`config.mk`:
```
export PLATFORM = sky130hd
export DESIGN_NAME = sbl_gradient
export DESIGN_NICKNAME = d
export VERILOG_FILES = /design/src/rtl/sbl_pkg.sv /design/src/rtl/sbl_gradient.sv
export SDC_FILE = /design/constraint.sdc
export NUM_CORES = 1
export LEC_CHECK = 0
export BUFFER_PORTS_ARGS = -buffer_cell sky130_fd_sc_hd__buf_2
export CAP_MARGIN = 20
export CORE_UTILIZATION = 50
export DETAILED_ROUTE_END_ITERATION = 10
export PLACE_DENSITY = 0.72
export SLEW_MARGIN = 20
export SYNTH_ARGS = -nofsm -noshare
export SYNTH_HDL_FRONTEND = slang
export SYNTH_SLANG_ARGS = --single-unit
```
`constraint.sdc`:
```
create_clock -name vclk -period 8.3
set_input_delay 0 -clock vclk [all_inputs]
set_output_delay 0 -clock vclk [all_outputs]
set_load 0.005 [all_outputs]
```
`src/rtl/sbl_pkg.sv`:
```
// Shared constants and codes for the 3x3 Sobel edge magnitude core.
// No dependencies; compiled before every other file of the block.
package sbl_pkg;

	// default geometry and sample size
	localparam int DEF_MAX_WIDTH  = 1024;
	localparam int DEF_PIXEL_BITS = 8;

	// port field widths
	localparam int PIXEL_W     = 8;
	localparam int EDGE_W      = 8;
	localparam int OUT_COL_W   = 10;
	localparam int ROW_W       = 12;
	localparam int FRAME_W_W   = 11;
	localparam int CFG_DATA_W  = 12;
	localparam int CFG_IDX_W   = 1;
	localparam int S_TDATA_W   = 8;
	localparam int M_TDATA_W   = 32;

	// register reset values
	localparam logic [FRAME_W_W-1:0] FRAME_WIDTH_RST  = 11'd640;
	localparam logic [ROW_W-1:0]     FRAME_HEIGHT_RST = 12'd480;

	// smallest legal frame edge, saturation limit of the result
	localparam int MIN_DIM    = 3;
	localparam int EDGE_LIMIT = 255;

	// configuration register indexes
	typedef enum logic [CFG_IDX_W-1:0] {
		CFG_FRAME_WIDTH  = 1'b0,
		CFG_FRAME_HEIGHT = 1'b1
	} cfg_idx_t;

endpackage

```
`src/rtl/sbl_gradient.sv`:
```
// Sobel |gx| + |gy| over a 3x3 window, saturated to the result width.
// Depends on sbl_pkg for the limit and result width.
module sbl_gradient #(
	parameter int PB = 8
) (
	input  logic [2:0][2:0][PB-1:0]      win,   // win[row][col], row 0 top, col 2 newest
	output logic [sbl_pkg::EDGE_W-1:0]   edge_value
);
	import sbl_pkg::*;

	localparam int GW = PB + 2;
	localparam int SW = (PB + 3 > EDGE_W + 1) ? PB + 3 : EDGE_W + 1;

	logic [GW-1:0] gxp, gxn, gyp, gyn, adx, ady;
	logic [SW-1:0] sum;

	always_comb begin
		gxp = GW'(win[0][2]) + (GW'(win[1][2]) << 1) + GW'(win[2][2]);
		gxn = GW'(win[0][0]) + (GW'(win[1][0]) << 1) + GW'(win[2][0]);
		gyp = GW'(win[2][0]) + (GW'(win[2][1]) << 1) + GW'(win[2][2]);
		gyn = GW'(win[0][0]) + (GW'(win[0][1]) << 1) + GW'(win[0][2]);
		adx = (gxp >= gxn) ? gxp - gxn : gxn - gxp;
		ady = (gyp >= gyn) ? gyp - gyn : gyn - gyp;
		sum = SW'(adx) + SW'(ady);
		edge_value = (sum > SW'(EDGE_LIMIT)) ? EDGE_W'(EDGE_LIMIT) : sum[EDGE_W-1:0];
	end

endmodule

```
==> flow_summary.html <==
<table>
<tr><th>Metric</th><th>Value</th></tr>
<tr><th colspan="2">Worst hold path</th></tr>
<tr><td>Capture endpoint of the worst hold path</td><td>edge_value[0]</td></tr>
<tr><td>HP Class</td><td>in -&gt; out</td></tr>
<tr><td>Hold path startpoint</td><td>win[16]</td></tr>
<tr><td>Hold path cells</td><td>7</td></tr>
<tr><th colspan="2">Floorplanning</th></tr>
<tr><td>Std-Cell Core Area</td><td>8180 um2</td></tr>
<tr><td>Die X</td><td>93.8 um</td></tr>
<tr><td>Die ar.</td><td>8790 um2</td></tr>
<tr><td>Row count</td><td>33</td></tr>
<tr><td>Die Y</td><td>93.8 um</td></tr>
<tr><td>Top-Level Pins</td><td>80</td></tr>
<tr><td>Initial Utilization</td><td>0.515</td></tr>
<tr><th colspan="2">Critical path</th></tr>
<tr><td>Worst Path Buf+Inv</td><td>4</td></tr>
<tr><td>Cell class contributing the biggest share of worst-path delay</td><td>compound AO/OA/AOI/OAI gates</td></tr>
<tr><td>Required time of the critical path</td><td>8300 ps</td></tr>
<tr><td>Cell with the largest stage delay on the worst path</td><td>sky130_fd_sc_hd__o31ai_4</td></tr>
<tr><td>Crit path launch type</td><td>input port</td></tr>
<tr><td>Max FO, Critical Path</td><td>14</td></tr>
<tr><td>Arrival time worst endpoint</td><td>5930 ps</td></tr>
<tr><td>Crit path kind</td><td>in -&gt; out</td></tr>
<tr><td>Crit path capture type</td><td>primary output</td></tr>
<tr><td>Slowest Stage Delay on Critical Path</td><td>630 ps</td></tr>
<tr><td>Most used cell, CP</td><td>sky130_fd_sc_hd__a21oi_1</td></tr>
<tr><th colspan="2">Synth</th></tr>
<tr><td>Largest family of logic cells by synthesized area</td><td>adder cells</td></tr>
<tr><td>Top cell type by total area after synthesis</td><td>sky130_fd_sc_hd__ha_1</td></tr>
<tr><td>Netlist cell types</td><td>56</td></tr>
<tr><td>Number of synthesis warnings</td><td>0</td></tr>
<tr><td>Simple logic cell fraction of the synthesized area</td><td>0.115</td></tr>
<tr><td>Fraction of synthesized area in multiplexers</td><td>0.0291</td></tr>
<tr><td>Cell area after synthesis</td><td>4210 um2</td></tr>
<tr><td>Top post-synthesis cells by area</td><td>sky130_fd_sc_hd__ha_1 (25%), sky130_fd_sc_hd__fa_1 (18%), sky130_fd_sc_hd__inv_1 (8.2%)</td></tr>
<tr><td>Area share of xor/xnor cells in the synthesized design</td><td>0.116</td></tr>
<tr><td>Number of standard cells after synthesis</td><td>519</td></tr>
<tr><td>Yosys top cell area share</td><td>0.250</td></tr>
<tr><td>Sequential share of the synthesized area</td><td>0</td></tr>
<tr><td>Fraction of the mapped netlist area in compound gates</td><td>0.217</td></tr>
<tr><td>Average instance area after synthesis</td><td>8.11 um2</td></tr>
<tr><td>Synthesized netlist net count</td><td>712</td></tr>
<tr><td>Fraction of the mapped netlist area in adder cells</td><td>0.426</td></tr>
<tr><th colspan="2">Detailed routing</th></tr>
<tr><td>Count of nets left with antenna violations after detail routing</td><td>0</td></tr>
<tr><td>Number of DRC violations after detailed-routing iteration 0</td><td>154</td></tr>
<tr><td>Routed wire per std cell</td><td>13.8 um</td></tr>
<tr><td>Drt first pass iters</td><td>4</td></tr>
<tr><td>Total DRC errors in the routed layout</td><td>0</td></tr>
<tr><td>Via-to-Cell Ratio</td><td>5.38</td></tr>
<tr><td>Total wire length after detailed routing</td><td>9.47 mm</td></tr>
<tr><td>Via total after detailed routing</td><td>3689</td></tr>
<tr><th colspan="2">Global routing</th></tr>
<tr><td>Global-route congestion overflow total</td><td>0</td></tr>
<tr><td>Largest net degree at the start of global routing</td><td>15</td></tr>
<tr><td>Overall fraction of global-route tracks in use</td><td>0.226</td></tr>
<tr><td>Global-route wire length before repair</td><td>16.2 mm</td></tr>
<tr><td>Vias in the first global route</td><td>3726</td></tr>
<tr><td>Number of antenna violations at the first check in global routing</td><td>0</td></tr>
<tr><th colspan="2">Layout</th></tr>
<tr><td>Sequential cells</td><td>0</td></tr>
<tr><td>Clock tree buffer count of the final layout</td><td>0</td></tr>
<tr><td>Final core utilization</td><td>0.568</td></tr>
<tr><td>Final design area excluding fillers</td><td>4640 um2</td></tr>
<tr><td>Combined flip-flop and latch cell area</td><td>0 um2</td></tr>
<tr><td>Number of inserted filler cells in the final layout</td><td>784</td></tr>
<tr><td>Share of layout cells above drive strength 1</td><td>0.145</td></tr>
<tr><td>Layout area overhead</td><td>10.3%</td></tr>
<tr><td>Number of nets in the finished design</td><td>776</td></tr>
<tr><td>N_diodes</td><td>0</td></tr>
<tr><th colspan="2">Timing</th></tr>
<tr><td>Worst Tran Pin Value</td><td>647 ps</td></tr>
<tr><td>Final count of pins violating max slew</td><td>0</td></tr>
<tr><td>Setup-violating endpoint count in the final report</td><td>0</td></tr>
<tr><td>Hold violation count in the final report</td><td>0</td></tr>
<tr><td>Setup repair after global routing missed its margin</td><td>false</td></tr>
<tr><td>Worst max-slew margin expressed relative to the limit</td><td>0.569</td></tr>
<tr><td>Timing-limited maximum frequency</td><td>0.169 GHz</td></tr>
<tr><td>Portion of the clock cycle consumed by the worst path in the final layout</td><td>0.715</td></tr>
<tr><td>Clock period minus final worst setup slack</td><td>5930 ps</td></tr>
<tr><td>Setup TNS Final</td><td>0 ps</td></tr>
<tr><td>Worst hold margin</td><td>836 ps</td></tr>
<tr><th colspan="2">CTS</th></tr>
<tr><td>Number of buffers inserted by post-CTS setup repair</td><td>0</td></tr>
<tr><td>Hold_buf cts</td><td>0</td></tr>
<tr><td>Cts repair resizes</td><td>0</td></tr>
<tr><th colspan="2">Placed design</th></tr>
<tr><td>Gp weighted congestion</td><td>0.873</td></tr>
<tr><td>Total placed instance area</td><td>4640 um2</td></tr>
<tr><td>Count of input and output buffers</td><td>72</td></tr>
<tr><td>Dpl hpwl</td><td>8.69 mm</td></tr>
<tr><th colspan="2">Outcome</th></tr>
<tr><td>Outcome</td><td>complete, no violations</td></tr>
<tr><th colspan="2">Job</th></tr>
<tr><td>Maximum Capacitance Violations</td><td>0</td></tr>
</table>
## synthesized netlist by cell type (4+ instances only)
master	count
sky130_fd_sc_hd__inv_1	92
sky130_fd_sc_hd__ha_1	84
sky130_fd_sc_hd__a21oi_1	39
sky130_fd_sc_hd__fa_1	37
sky130_fd_sc_hd__nor2_1	33
sky130_fd_sc_hd__xnor2_1	28
sky130_fd_sc_hd__xor2_1	28
sky130_fd_sc_hd__o21ai_0	22
sky130_fd_sc_hd__a21o_1	18
sky130_fd_sc_hd__nand2b_1	13
sky130_fd_sc_hd__nand2_1	12
sky130_fd_sc_hd__mux2i_1	10
sky130_fd_sc_hd__nor3_1	10
sky130_fd_sc_hd__nand3_1	8
sky130_fd_sc_hd__nor2b_1	8
sky130_fd_sc_hd__o21a_1	8
sky130_fd_sc_hd__a31oi_1	6
sky130_fd_sc_hd__buf_2	6
sky130_fd_sc_hd__nand4_1	4
sky130_fd_sc_hd__o21bai_1	4
## cells by family (layout without fill, tap and decap cells)
kind of cell	Yosys count	in the layout
buf+inv	102	164
simple gates	98	98
xor+xnor	56	56
compound gates	130	130
fa+ha+maj	121	121
mux	12	12
## stage by stage
step | instances | worst slack (ps)
floorplan | 519 | 3370
global placement | 686 | 2470
detailed placement | 686 | 2370
CTS | 686 | 2360
global route | 686 | 1890
finish | 686 | 2370
## worst max-delay path by stage
stage | to | cells after the start | start
global placement | edge_value[3] | 24 | win[49]
finish | edge_value[3] | 25 | win[49]
floorplan | edge_value[2] | 23 | win[49]
CTS | edge_value[3] | 24 | win[17]
global route | edge_value[3] | 25 | win[49]
detailed placement | edge_value[3] | 24 | win[17]
## per-layer routing
metal / global-route usage / vias to the layer above / share of wire
li1: - / 1897 / -
met1: 0.289 / 1653 / 0.47
met2: 0.405 / 119 / 0.45
met3: 0.0121 / 20 / 0.045
met4: 0.0705 / 0 / 0.037
met5: 0 / - / 0
## cells in the final DEF (no fill, tap or decap), types with 3 or more instances in the layout
cell	Yosys	layout
sky130_fd_sc_hd__o21a_1	8	8
sky130_fd_sc_hd__a31oi_1	6	6
sky130_fd_sc_hd__nand3b_1	3	3
sky130_fd_sc_hd__xor2_1	28	28
sky130_fd_sc_hd__nand2_1	12	12
sky130_fd_sc_hd__nor3_1	10	10
sky130_fd_sc_hd__nor2_1	33	33
sky130_fd_sc_hd__o21ai_0	22	22
sky130_fd_sc_hd__nand2b_1	13	13
sky130_fd_sc_hd__a21oi_1	39	39
sky130_fd_sc_hd__xnor2_1	28	28
sky130_fd_sc_hd__nand4_1	4	4
sky130_fd_sc_hd__inv_1	92	92
sky130_fd_sc_hd__o21bai_1	4	4
sky130_fd_sc_hd__ha_1	84	84
sky130_fd_sc_hd__buf_2	6	72
sky130_fd_sc_hd__nand3_1	8	8
sky130_fd_sc_hd__mux2i_1	10	10
sky130_fd_sc_hd__nor2b_1	8	8
sky130_fd_sc_hd__fa_1	37	37
sky130_fd_sc_hd__a21o_1	18	18
## layout make-up
type / count / area, um2 / area share
Tap cell: 105 / 131 / 0.0283
Timing Repair Buffer: 72 / 360 / 0.0776
Multi-Input combinational cell: 417 / 3800 / 0.820
Inverter: 92 / 345 / 0.0744
Power is not shown: default switching activity piles up to over one toggle a cycle in this logic, so the estimate is an artifact.
